File: src/design/iphp_pkg.sv
// Package for the IPv4 header parser: payload structs, result codes and
// configuration indexes. No dependencies; every design file imports it.
package iphp_pkg;

    // Number of header bytes kept for decoding.
    localparam int C_MIN_HEADER_BYTES = 20;

    // Default number of packet records between the front and back parts.
    localparam int C_QUEUE_DEPTH = 2;

    // Configuration register indexes.
    localparam logic [0:0] C_CFG_MAX_JUMBO = 1'b0;
    localparam logic [0:0] C_CFG_QUICK     = 1'b1;

    localparam logic [15:0] C_MAX_JUMBO_RESET = 16'd9000;
    localparam logic [7:0]  C_IP_VERSION      = 8'h04;

    // Protocol numbers with their own payload kind.
    localparam logic [7:0] C_PROTO_ICMP = 8'd1;
    localparam logic [7:0] C_PROTO_TCP  = 8'd6;
    localparam logic [7:0] C_PROTO_UDP  = 8'd17;

    typedef enum logic [2:0] {
        ST_OK              = 3'd0,
        ST_SHORT_FRAME     = 3'd1,
        ST_BAD_VERSION     = 3'd2,
        ST_HEADER_SHORT    = 3'd3,
        ST_TOTAL_TOO_LARGE = 3'd4,
        ST_HEADER_LONG     = 3'd5
    } t_status;

    typedef enum logic [2:0] {
        PK_NONE     = 3'd0,
        PK_TCP      = 3'd1,
        PK_ICMP     = 3'd2,
        PK_UDP      = 3'd3,
        PK_RAW      = 3'd4,
        PK_FRAGMENT = 3'd5
    } t_kind;

    // One byte of a packet.
    typedef struct packed {
        logic [7:0] data_byte;
        logic       first_byte;
        logic       last_byte;
    } t_in_item;

    // One parse result.
    typedef struct packed {
        t_status     status;
        logic [5:0]  header_bytes;
        logic [15:0] total_length;
        logic [15:0] ident;
        logic        dont_fragment;
        logic        more_fragments;
        logic [15:0] frag_offset_bytes;
        logic [7:0]  ttl;
        logic [7:0]  protocol_number;
        t_kind       payload_kind;
        logic [31:0] source_address;
        logic [31:0] dest_address;
    } t_out_item;

    // Header bytes, hdr[k] is header byte k.
    typedef logic [C_MIN_HEADER_BYTES-1:0][7:0] t_hdr;

    // Finished packet handed from the front part to the back part.
    typedef struct packed {
        logic [15:0] len;
        t_hdr        hdr;
    } t_pkt_rec;

    // Fill status of the record queue.
    typedef struct packed {
        logic full;
        logic empty;
    } t_queue_status;

endpackage

File: src/design/ipv4_header_parser_top.sv
// Top level of the IPv4 header parser: front capture, record queue and
// back decode. Depends on iphp_pkg, iphp_front, iphp_queue and iphp_back.
//
// Usage: packet bytes enter on the input channel (i_in_valid / o_in_ready),
// one transfer per byte in network order, first_byte and last_byte marking
// the packet boundaries. Each last byte yields exactly one result on the
// output channel (o_out_valid / i_out_ready); other bytes yield none.
// Throughput is one byte per clock cycle while the record queue is not full.
// The edge that transfers the last byte of a packet writes its record into
// the queue; a later edge moves the decoded result into the output register
// once that register is empty or being drained. Decode is combinational.
// When the receiver stalls, finished records collect in the queue of
// QUEUE_DEPTH entries behind the output register; o_in_ready drops only
// when that queue is full, and returns as soon as a result is taken.
// Reset (synchronous, active low) clears the byte count, the queue and the
// output valid, and sets max_jumbo_size to 9000 and quick_mode to 0.
// Configuration writes (i_cfg_we, i_cfg_index, i_cfg_data) take effect at
// the next edge and belong in idle periods.
module ipv4_header_parser_top import iphp_pkg::*; #(
    parameter int QUEUE_DEPTH = C_QUEUE_DEPTH
) (
    input  logic        i_clk,
    input  logic        i_rst_n,
    input  logic        i_in_valid,
    output logic        o_in_ready,
    input  t_in_item    i_in_item,
    output logic        o_out_valid,
    input  logic        i_out_ready,
    output t_out_item   o_out_item,
    input  logic        i_cfg_we,
    input  logic [0:0]  i_cfg_index,
    input  logic [15:0] i_cfg_data
);

    logic          push;
    logic          pop;
    t_pkt_rec      rec_in;
    t_pkt_rec      rec_head;
    t_queue_status queue_status;

    // Byte capture and length count.
    iphp_front u_front (
        .i_clk          (i_clk),
        .i_rst_n        (i_rst_n),
        .i_in_valid     (i_in_valid),
        .o_in_ready     (o_in_ready),
        .i_in_item      (i_in_item),
        .i_queue_status (queue_status),
        .o_push         (push),
        .o_rec          (rec_in)
    );

    // Packet records waiting for decode.
    iphp_queue #(
        .DEPTH (QUEUE_DEPTH)
    ) u_queue (
        .i_clk    (i_clk),
        .i_rst_n  (i_rst_n),
        .i_push   (push),
        .i_rec    (rec_in),
        .i_pop    (pop),
        .o_rec    (rec_head),
        .o_status (queue_status)
    );

    // Header checks, decode and result register.
    iphp_back u_back (
        .i_clk          (i_clk),
        .i_rst_n        (i_rst_n),
        .i_cfg_we       (i_cfg_we),
        .i_cfg_index    (i_cfg_index),
        .i_cfg_data     (i_cfg_data),
        .i_rec          (rec_head),
        .i_queue_status (queue_status),
        .o_pop          (pop),
        .o_out_valid    (o_out_valid),
        .i_out_ready    (i_out_ready),
        .o_out_item     (o_out_item)
    );

endmodule

File: src/design/iphp_front.sv
// Front part of the IPv4 header parser: accepts bytes, counts the packet
// length and captures the header. Depends on iphp_pkg.
module iphp_front import iphp_pkg::*; (
    input  logic          i_clk,
    input  logic          i_rst_n,
    input  logic          i_in_valid,
    output logic          o_in_ready,
    input  t_in_item      i_in_item,
    input  t_queue_status i_queue_status,
    output logic          o_push,
    output t_pkt_rec      o_rec
);

    logic [15:0] r_byte_count;
    logic [15:0] n_byte_count;
    t_hdr        r_hdr;
    t_hdr        n_hdr;
    logic        accept;
    logic [15:0] idx;
    logic [15:0] len;

    // A byte is taken whenever the queue can hold a finished packet.
    assign o_in_ready = !i_queue_status.full;
    assign accept     = i_in_valid && o_in_ready;

    // Byte position and observed length, saturating at the top.
    assign idx = i_in_item.first_byte ? 16'd0 : r_byte_count;
    assign len = (idx != 16'hFFFF) ? idx + 16'd1 : 16'hFFFF;

    // Header capture, including the byte of this transfer.
    always_comb begin
        n_hdr = r_hdr;
        for (int k = 0; k < C_MIN_HEADER_BYTES; k++) begin
            if (accept && idx == 16'(k)) begin
                n_hdr[k] = i_in_item.data_byte;
            end
        end
    end

    // Length counter restarts after the last byte of a packet.
    always_comb begin
        n_byte_count = r_byte_count;
        if (accept) begin
            n_byte_count = i_in_item.last_byte ? 16'd0 : len;
        end
    end

    always_ff @(posedge i_clk) begin
        if (!i_rst_n) begin
            r_byte_count <= '0;
        end else begin
            r_byte_count <= n_byte_count;
        end
    end

    always_ff @(posedge i_clk) begin
        r_hdr <= n_hdr;
    end

    // The last byte hands the whole packet record to the queue.
    assign o_push    = accept && i_in_item.last_byte;
    assign o_rec.len = len;
    assign o_rec.hdr = n_hdr;

    a_no_push_when_full: assert property (@(posedge i_clk) disable iff (!i_rst_n)
        !(o_push && i_queue_status.full))
        else $error("record pushed into a full queue");

    a_count_restarts: assert property (@(posedge i_clk) disable iff (!i_rst_n)
        o_push |=> r_byte_count == 16'd0)
        else $error("byte count not cleared after last byte");

endmodule

File: src/design/iphp_queue.sv
// Short queue of packet records between the front and back parts.
// Depends on iphp_pkg.
module iphp_queue import iphp_pkg::*; #(
    parameter int DEPTH = C_QUEUE_DEPTH
) (
    input  logic          i_clk,
    input  logic          i_rst_n,
    input  logic          i_push,
    input  t_pkt_rec      i_rec,
    input  logic          i_pop,
    output t_pkt_rec      o_rec,
    output t_queue_status o_status
);

    localparam int PTR_W = (DEPTH > 1) ? $clog2(DEPTH) : 1;
    localparam int CNT_W = $clog2(DEPTH + 1);

    t_pkt_rec           r_mem [DEPTH];
    logic [PTR_W-1:0]   r_wr_ptr;
    logic [PTR_W-1:0]   r_rd_ptr;
    logic [CNT_W-1:0]   r_count;
    logic [PTR_W-1:0]   n_wr_ptr;
    logic [PTR_W-1:0]   n_rd_ptr;
    logic [CNT_W-1:0]   n_count;

    assign o_status.full  = (r_count == CNT_W'(DEPTH));
    assign o_status.empty = (r_count == '0);
    assign o_rec          = r_mem[r_rd_ptr];

    // Pointer and fill count update.
    always_comb begin
        n_wr_ptr = r_wr_ptr;
        n_rd_ptr = r_rd_ptr;
        n_count  = r_count;
        if (i_push) begin
            n_wr_ptr = (r_wr_ptr == PTR_W'(DEPTH - 1)) ? '0 : r_wr_ptr + PTR_W'(1);
        end
        if (i_pop) begin
            n_rd_ptr = (r_rd_ptr == PTR_W'(DEPTH - 1)) ? '0 : r_rd_ptr + PTR_W'(1);
        end
        if (i_push && !i_pop) begin
            n_count = r_count + CNT_W'(1);
        end else if (!i_push && i_pop) begin
            n_count = r_count - CNT_W'(1);
        end
    end

    always_ff @(posedge i_clk) begin
        if (!i_rst_n) begin
            r_wr_ptr <= '0;
            r_rd_ptr <= '0;
            r_count  <= '0;
        end else begin
            r_wr_ptr <= n_wr_ptr;
            r_rd_ptr <= n_rd_ptr;
            r_count  <= n_count;
        end
    end

    // Record storage.
    always_ff @(posedge i_clk) begin
        if (i_push) begin
            r_mem[r_wr_ptr] <= i_rec;
        end
    end

    a_count_bound: assert property (@(posedge i_clk) disable iff (!i_rst_n)
        r_count <= CNT_W'(DEPTH))
        else $error("queue fill count out of range");

    a_no_pop_when_empty: assert property (@(posedge i_clk) disable iff (!i_rst_n)
        !(i_pop && o_status.empty))
        else $error("record popped from an empty queue");

endmodule

File: src/design/iphp_back.sv
// Back part of the IPv4 header parser: checks a packet record, decodes the
// header fields and holds the result for the receiver. Depends on iphp_pkg.
module iphp_back import iphp_pkg::*; (
    input  logic          i_clk,
    input  logic          i_rst_n,
    input  logic          i_cfg_we,
    input  logic [0:0]    i_cfg_index,
    input  logic [15:0]   i_cfg_data,
    input  t_pkt_rec      i_rec,
    input  t_queue_status i_queue_status,
    output logic          o_pop,
    output logic          o_out_valid,
    input  logic          i_out_ready,
    output t_out_item     o_out_item
);

    logic [15:0] r_max_jumbo;
    logic        r_quick;
    logic        r_out_valid;
    logic        n_out_valid;
    t_out_item   r_out;
    t_out_item   res;

    logic [7:0]  b0;
    logic [3:0]  ver;
    logic [5:0]  hl;
    logic [15:0] len;
    logic [15:0] total_field;
    logic [15:0] frag;

    // Configuration registers.
    always_ff @(posedge i_clk) begin
        if (!i_rst_n) begin
            r_max_jumbo <= C_MAX_JUMBO_RESET;
            r_quick     <= 1'b0;
        end else if (i_cfg_we) begin
            case (i_cfg_index)
                C_CFG_MAX_JUMBO: r_max_jumbo <= i_cfg_data;
                C_CFG_QUICK:     r_quick     <= i_cfg_data[0];
                default:         ;
            endcase
        end
    end

    assign b0          = i_rec.hdr[0];
    assign ver         = b0[7:4];
    assign hl          = {b0[3:0], 2'b00};
    assign len         = i_rec.len;
    assign total_field = {i_rec.hdr[2], i_rec.hdr[3]};
    assign frag        = {i_rec.hdr[6][4:0], i_rec.hdr[7], 3'b000};

    // Header checks and field decode for the record at the queue head.
    always_comb begin
        logic [15:0] eff;
        eff = len;
        res = '0;
        if (len < 16'(C_MIN_HEADER_BYTES)) begin
            res.status = ST_SHORT_FRAME;
        end else if ({4'd0, ver} != C_IP_VERSION) begin
            res.status = ST_BAD_VERSION;
        end else if (hl < 6'(C_MIN_HEADER_BYTES)) begin
            res.status = ST_HEADER_SHORT;
        end else if (total_field > r_max_jumbo && total_field > len) begin
            res.status = ST_TOTAL_TOO_LARGE;
        end else begin
            res.status = (!r_quick && 16'(hl) > len) ? ST_HEADER_LONG : ST_OK;
            res.total_length = total_field;
            if (total_field == 16'd0) begin
                res.total_length = len;
            end else if (total_field < len) begin
                eff = total_field;
            end
            res.header_bytes      = hl;
            res.ident             = {i_rec.hdr[4], i_rec.hdr[5]};
            res.dont_fragment     = i_rec.hdr[6][6];
            res.more_fragments    = i_rec.hdr[6][5];
            res.frag_offset_bytes = frag;
            res.ttl               = i_rec.hdr[8];
            res.protocol_number   = i_rec.hdr[9];
            res.source_address    = {i_rec.hdr[12], i_rec.hdr[13],
                                     i_rec.hdr[14], i_rec.hdr[15]};
            res.dest_address      = {i_rec.hdr[16], i_rec.hdr[17],
                                     i_rec.hdr[18], i_rec.hdr[19]};
            if (frag != 16'd0 || i_rec.hdr[6][5]) begin
                res.payload_kind = PK_FRAGMENT;
            end else if (16'(hl) + 16'd1 < eff) begin
                unique case (i_rec.hdr[9])
                    C_PROTO_TCP:  res.payload_kind = PK_TCP;
                    C_PROTO_ICMP: res.payload_kind = PK_ICMP;
                    C_PROTO_UDP:  res.payload_kind = PK_UDP;
                    default:      res.payload_kind = PK_RAW;
                endcase
            end else begin
                res.payload_kind = PK_NONE;
            end
        end
    end

    // The output register takes a new result when empty or being drained.
    assign o_pop = !i_queue_status.empty && (!r_out_valid || i_out_ready);

    always_comb begin
        n_out_valid = r_out_valid;
        if (o_pop) begin
            n_out_valid = 1'b1;
        end else if (i_out_ready) begin
            n_out_valid = 1'b0;
        end
    end

    always_ff @(posedge i_clk) begin
        if (!i_rst_n) begin
            r_out_valid <= 1'b0;
        end else begin
            r_out_valid <= n_out_valid;
        end
    end

    always_ff @(posedge i_clk) begin
        if (o_pop) begin
            r_out <= res;
        end
    end

    assign o_out_valid = r_out_valid;
    assign o_out_item  = r_out;

    a_pop_fills_output: assert property (@(posedge i_clk) disable iff (!i_rst_n)
        o_pop |=> r_out_valid)
        else $error("popped record did not reach the output register");

    a_reject_clears_fields: assert property (@(posedge i_clk) disable iff (!i_rst_n)
        r_out_valid && r_out.status != ST_OK && r_out.status != ST_HEADER_LONG
        |-> r_out.header_bytes == 6'd0 && r_out.total_length == 16'd0)
        else $error("rejected packet carries decoded fields");

endmodule
File: config.mk
export PLATFORM = sky130hd
export DESIGN_NAME = ipv4_header_parser_top
export DESIGN_NICKNAME = d
export VERILOG_FILES = /design/src/design/iphp_pkg.sv /design/src/design/ipv4_header_parser_top.sv /design/src/design/iphp_front.sv /design/src/design/iphp_queue.sv /design/src/design/iphp_back.sv
export SDC_FILE = /design/constraint.sdc
export NUM_CORES = 1
export LEC_CHECK = 0
export BUFFER_PORTS_ARGS = -buffer_cell sky130_fd_sc_hd__buf_2
export CAP_MARGIN = 5
export CORE_ASPECT_RATIO = 1.1
export CORE_MARGIN = 5
export CORE_UTILIZATION = 30
export DETAILED_ROUTE_END_ITERATION = 6
export GPL_TIMING_DRIVEN = 0
export MAX_ROUTING_LAYER = met4
export PLACE_DENSITY = 0.45
export SYNTH_ARGS = -nofsm -noshare
export SYNTH_HDL_FRONTEND = slang
export SYNTH_SLANG_ARGS = --single-unit
File: constraint.sdc
create_clock -name i_clk -period 27.6 [get_ports i_clk]
set_input_delay 5.52 -clock i_clk [delete_from_list [all_inputs] [get_ports i_clk]]
set_output_delay 5.52 -clock i_clk [all_outputs]
set_load 0.005 [all_outputs]
---- Word level (Yosys, flattened, before mapping) ----
Memory sizes are Yosys's and may differ from the RTL's. A register that Yosys moved wholly into a read port is not among the register bits.
Index checks and enable logic that the tools add are counted.
storage, ports and cells
  flip-flop bits (word level) ............. 340
  bits in writable memories ............... 352
  input bits .............................. 32
  output and inout bits ................... 144
  memories ................................ 1
memory list
  name           words  width  rd ports  clocked after Yosys merged registers in  write ports  RTL line          source
  u_queue.r_mem  2      176    1         1                                        1            iphp_queue.sv:18  t_pkt_rec r_mem [DEPTH];
cells by class
  add/sub/neg operators ................... 6
  $lt $le $gt $ge ......................... 7
  eq/ne operators ......................... 25
  mux-type cells .......................... 47
  bitwise operators ....................... 2
  reductions and logical operators ........ 46
operators by type and width
  cell                                                                     number
  16-bit two-way mux                                                       10
  8-bit two-way mux                                                        20
  16-bit by 4-bit equality test with 1-bit output (second input constant)  8
  16-bit by 3-bit equality test with 1-bit output (second input constant)  4
  16-bit by 5-bit equality test with 1-bit output (second input constant)  4
  16-bit by 2-bit equality test with 1-bit output (second input constant)  2
  16-bit greater-than comparator                                           2
  16-bit zero test                                                         2
  16-bit < comparator                                                      2
  1-bit logical AND                                                        27
  16-bit by 1-bit adder with 16-bit output (second input constant)         1
  16-bit by 1-bit equality test with 1-bit output (second input constant)  1
  6-bit by 16-bit greater-than comparator with 1-bit output                1
  16-bit by 5-bit < comparator with 1-bit output (second input constant)   1
  16-bit inequality test (second input constant)                           1
  16-bit nonzero test                                                      1
  3-bit two-way mux                                                        4
  3-bit case mux with 3 select lines                                       1
  8-bit by 1-bit equality test with 1-bit output (second input constant)   1
  8-bit by 3-bit equality test with 1-bit output (second input constant)   1
  8-bit by 5-bit equality test with 1-bit output (second input constant)   1
  1-bit two-way mux                                                        8
  2-bit two-way mux                                                        4
  6-bit by 1-bit adder with 7-bit output (second input constant)           1
  other kinds (15)                                                         25

---- Logic depth before layout (Yosys ltp) ----
  depth after elaboration ................. 10
  gate-level depth with buffers ........... 20
  gate-level depth less buffers ........... 15

---- Modules after synthesis ----
A second synthesis with hierarchy kept.
unflattened totals
  cells, all modules ...................... 1702
  area, all modules ....................... 27353.7 µm²
by module, submodules not included
  module      times used  cells an instance  area an instance (µm²)  seq. area each (µm²)
  iphp_queue  1           570                13500.4                 10670.2
  iphp_back   1           569                7136.8                  4474.3
  iphp_front  1           563                6716.4                  3523.4

---- Worst setup path after synthesis ----
OpenSTA, ideal clock, no wires.
  kind .................................... input port to flip-flop
  from .................................... in i_in_valid
  to ...................................... mem u_queue.r_mem[0][0] (netlist bit) (enable)
  setup time .............................. 664 ps
  arrival time ............................ 12147 ps
  data required time ...................... 26936 ps
  path slack .............................. 14789 ps
  stages .................................. 3
  cell sequence ........................... and2_0 -> nand2_1 -> nor2_1
between the ends
  cells in the longest elaborated chain, start to end .. 4
RTL lines
  what                                     RTL line                      source
  from (decl)                              ipv4_header_parser_top.sv:24  input logic i_in_valid,
  1-bit logical AND                        iphp_front.sv:24              assign accept = i_in_valid && o_in_ready;
  1-bit logical AND                        iphp_front.sv:61              assign o_push = accept && i_in_item.last_byte;
  1-bit two-way mux                        iphp_queue.sv:62              if (i_push) begin
  1-bit two-way mux (implied by the code)  iphp_queue.sv:63              r_mem[r_wr_ptr] <= i_rec;
  to (decl)                                iphp_queue.sv:18
Every way passes these cells.

==> flow_summary.yaml <==
outcome:
  outcome: "completed"
detailed_routing:
  wirelength_um: 58900
  top_layer: "met4"
  dr.pass1.iters: 6
  via_per_inst: 4.51
  wl_met2_um: 29500
  dr.first_iter.drc_count: 670
  detail-route-antenna-nets: 0
  met3_length_um: 2300
  drc: 0
  num_vias: 13000
  wl_per_cell_um: 20.4
  wl_met1_um: 25600
timing:
  setup_viol: 0
  min_period_over_period: 0.304
  finalMaxSlewViolations: 0
  worst_slew_pin_slew_ps: 1120
  fin_tns_setup_ps: 0
  min_period_ps: 8390
  rsz0062_at_grt: "false"
  skew_ps: 21.2
  max_freq_mhz: 119
  final_hold_viol_count: 0
  slew_headroom: 0.256
global_route:
  grt_util_all_layers: 0.142
  grt_pass1_wl_um: 87400
  grt-ovfl-total: 0
  grt_pass1_vias: 13700
  grt_max_degree: 53
  antenna_found_initial: 1
logic_synthesis:
  syn_inst: 1536
  ys_seq_area_frac: 0.711
  synth_top_area_frac: 0.563
  ys.flop_type: "edfxtp_1"
  yosysWarningCount: 0
  synthTopCellsByArea: "edfxtp_1 (56%), dfxtp_1 (15%), mux2_2 (7.5%)"
  synth_area_um2: 23400
  synth-seq-cells: 613
  yosys.area.top_type: "edfxtp_1"
  ys_types: 61
  synth-edff-count: 439
  async_flop_share: 0
  synth.avg_cell_area_um2: 15.3
setup_path:
  regToRegEndpoint: "u_back.o_out_item[64]"
  worstPathRequired_ps: 28080
  cpMostUsedCell: "clkbuf_1"
  crit_fanout: 10
  critPathMaxStageDelay_ps: 400
  start_kind: "primary input"
  end_kind: "flip-flop"
  cp_cell_sequence: "buf_2 > clkbuf_1 > clkbuf_1 > nand2b_1 > inv_1 > ha_1 > clkbuf_1 > and4b_1 > and4b_1 > nand4_1 > clkbuf_1 > o21ai_0 > a22oi_1 > nor2b_1"
  cp_slowest_cell: "clkbuf_1"
  r2r.worst_path.cells: 20
  crit_arrival_ps: 8880
  reg2reg_slack_ps: 21720
  setup.worst_path.class: "primary input to flip-flop"
floorplan:
  num_rows: 107
  core_area_um2: 77500
  die_w_um: 276
  start_util: 0.302
  die_h_um: 303
  io-pin-count: 176
  dieArea_um2: 83800
clocking:
  clk_latency_ps: 600
  clock-sinks: 613
  clk_path_buf_depth: 3
  cts_tree: "built"
  cts-buffers-inserted: 67
  path_clk_slew_ps: 60
  cts_root_buf: "clkbuf_16"
  h-tree-depth: 3
  cts_setup_buffers: 0
  cts_resized: 0
  cts_hold_buf: 0
worst_hold_path:
  min_path_cells: 2
  holdPathEnd: "u_back.r_max_jumbo[14]"
  hp-class: "flip-flop to flip-flop"
  min-delay-start: "u_back.r_max_jumbo[14]"
place:
  place.gp.congestion: 0.789
  hpwl_um: 40300
  io_buffers: 170
finish:
  final_net_count: 1870
  final_common_cell: "edfxtp_1"
  area_delta_synth_final_pct: 20.0
  mostFrequentLayoutCells: "edfxtp_1 (439), buf_2 (179), dfxtp_1 (174), nor2_1 (159), mux2_2 (157)"
  final_layout_size_suffix_gt1_frac: 0.264
pwr:
  p_per_area_nw_per_um2: 91.8
  p_leak_nw: 10.3
  ir_drop_mv: 0.0446
  fin_total_pwr_w: 0.00258
job:
  maxCapViolations: 0
-- cell families (layout without fill, tap and decap cells) --
family          count (synthesis)  in the layout  synth area share
mux                           286            286             0.131
fa+ha+maj                      45             45            0.0240
buf+inv                        95            402            0.0189
compound gates                116            116            0.0338
flops                         613            613             0.711
simple gates                  365            365            0.0757
xor+xnor                       15             15           0.00561
other cells                     1              7          0.000160
-- sequential cells by signal (all words and copies together) (netlist names), named ones only --
register / count
u_back.o_out_valid: 1
u_back.o_out_item: 137
u_queue.r_wr_ptr: 1
u_back.r_max_jumbo: 16
u_front.r_hdr: 135
u_queue.r_rd_ptr: 1
u_queue.r_mem: 302
u_back.r_quick: 1
u_queue.r_count: 2
u_front.r_byte_count: 16
-- how the worst max path moves through the flow --
| stage | endpoint | slack, ps | depth (start not counted) | start |
|---|---|---|---|---|
| final | u_front.r_byte_count[7] | 19210 | 14 | i_in_item[1] |
| after global routing | u_front.r_byte_count[7] | 18910 | 14 | i_in_item[1] |
| after CTS | u_front.r_byte_count[7] | 19250 | 14 | i_in_item[1] |
| after detailed placement | u_front.r_byte_count[7] | 18590 | 14 | i_in_item[1] |
| after global placement | u_queue.r_mem[0][156] | 9200 | 4 | i_in_valid |
| after floorplan | u_queue.r_mem[0][0] | 14790 | 3 | i_in_valid |
-- metal layers --
layer  track usage  up-vias
met4        0.0430        0
met5             -        -
met1         0.170     6499
met3        0.0271       93
li1              -     6207
met2         0.246      221
-- Yosys cell counts (30+ instances only) --
cell type / n
edfxtp_1: 439
dfxtp_1: 174
nor2_1: 161
mux2_2: 157
mux2i_1: 128
nand2_1: 60
ha_1: 45
clkbuf_1: 36
nor2b_1: 35
a21oi_1: 30
inv_1: 30
-- power by group --
group	internal [W]	switching [W]	total, W
Sequential	0.00113	0.0000358	0.00116
Clock	0.000531	0.000366	0.000897
Combinational	0.000204	0.000317	0.000521
Total	0.00186	0.000719	0.00258
-- cell type report --
type | count | area (um^2)
fill | 7388 | 49400
sequential | 613 | 16700
multi-input combinational | 832 | 6360
clock buffer | 89 | 1840
tap | 1035 | 1290
timing repair buffer | 184 | 1150
clock inverter | 34 | 365
buffer | 65 | 330
inverter | 30 | 113
antenna | 2 | 5.00
-- worst max-delay path, delay by kind of cell --
| family | cells | cell delay [ps] |
|---|---|---|
| buffers and inverters | 6 | 1590 |
| AND/OR/NAND/NOR | 5 | 1030 |
| AO/OA/AOI/OAI | 2 | 550 |
| adder cells (fa/ha/maj) | 1 | 190 |
-- per-stage QoR --
step           hold WS (ps)  area, um^2  instances  worst slack, ps  utilization
5_1_grt                 500       28100       2882            18910        0.363
2_1_floorplan           438       23400       1540            14790            -
4_1_cts                 477       28100       2882            19250        0.363
3_3_place_gp            451       25600       2745             9200        0.330
3_5_place_dp            469       25900       2759            18590        0.334
6_report                472       28100       2884            19210        0.363
Power figures use the tool's default switching activity.
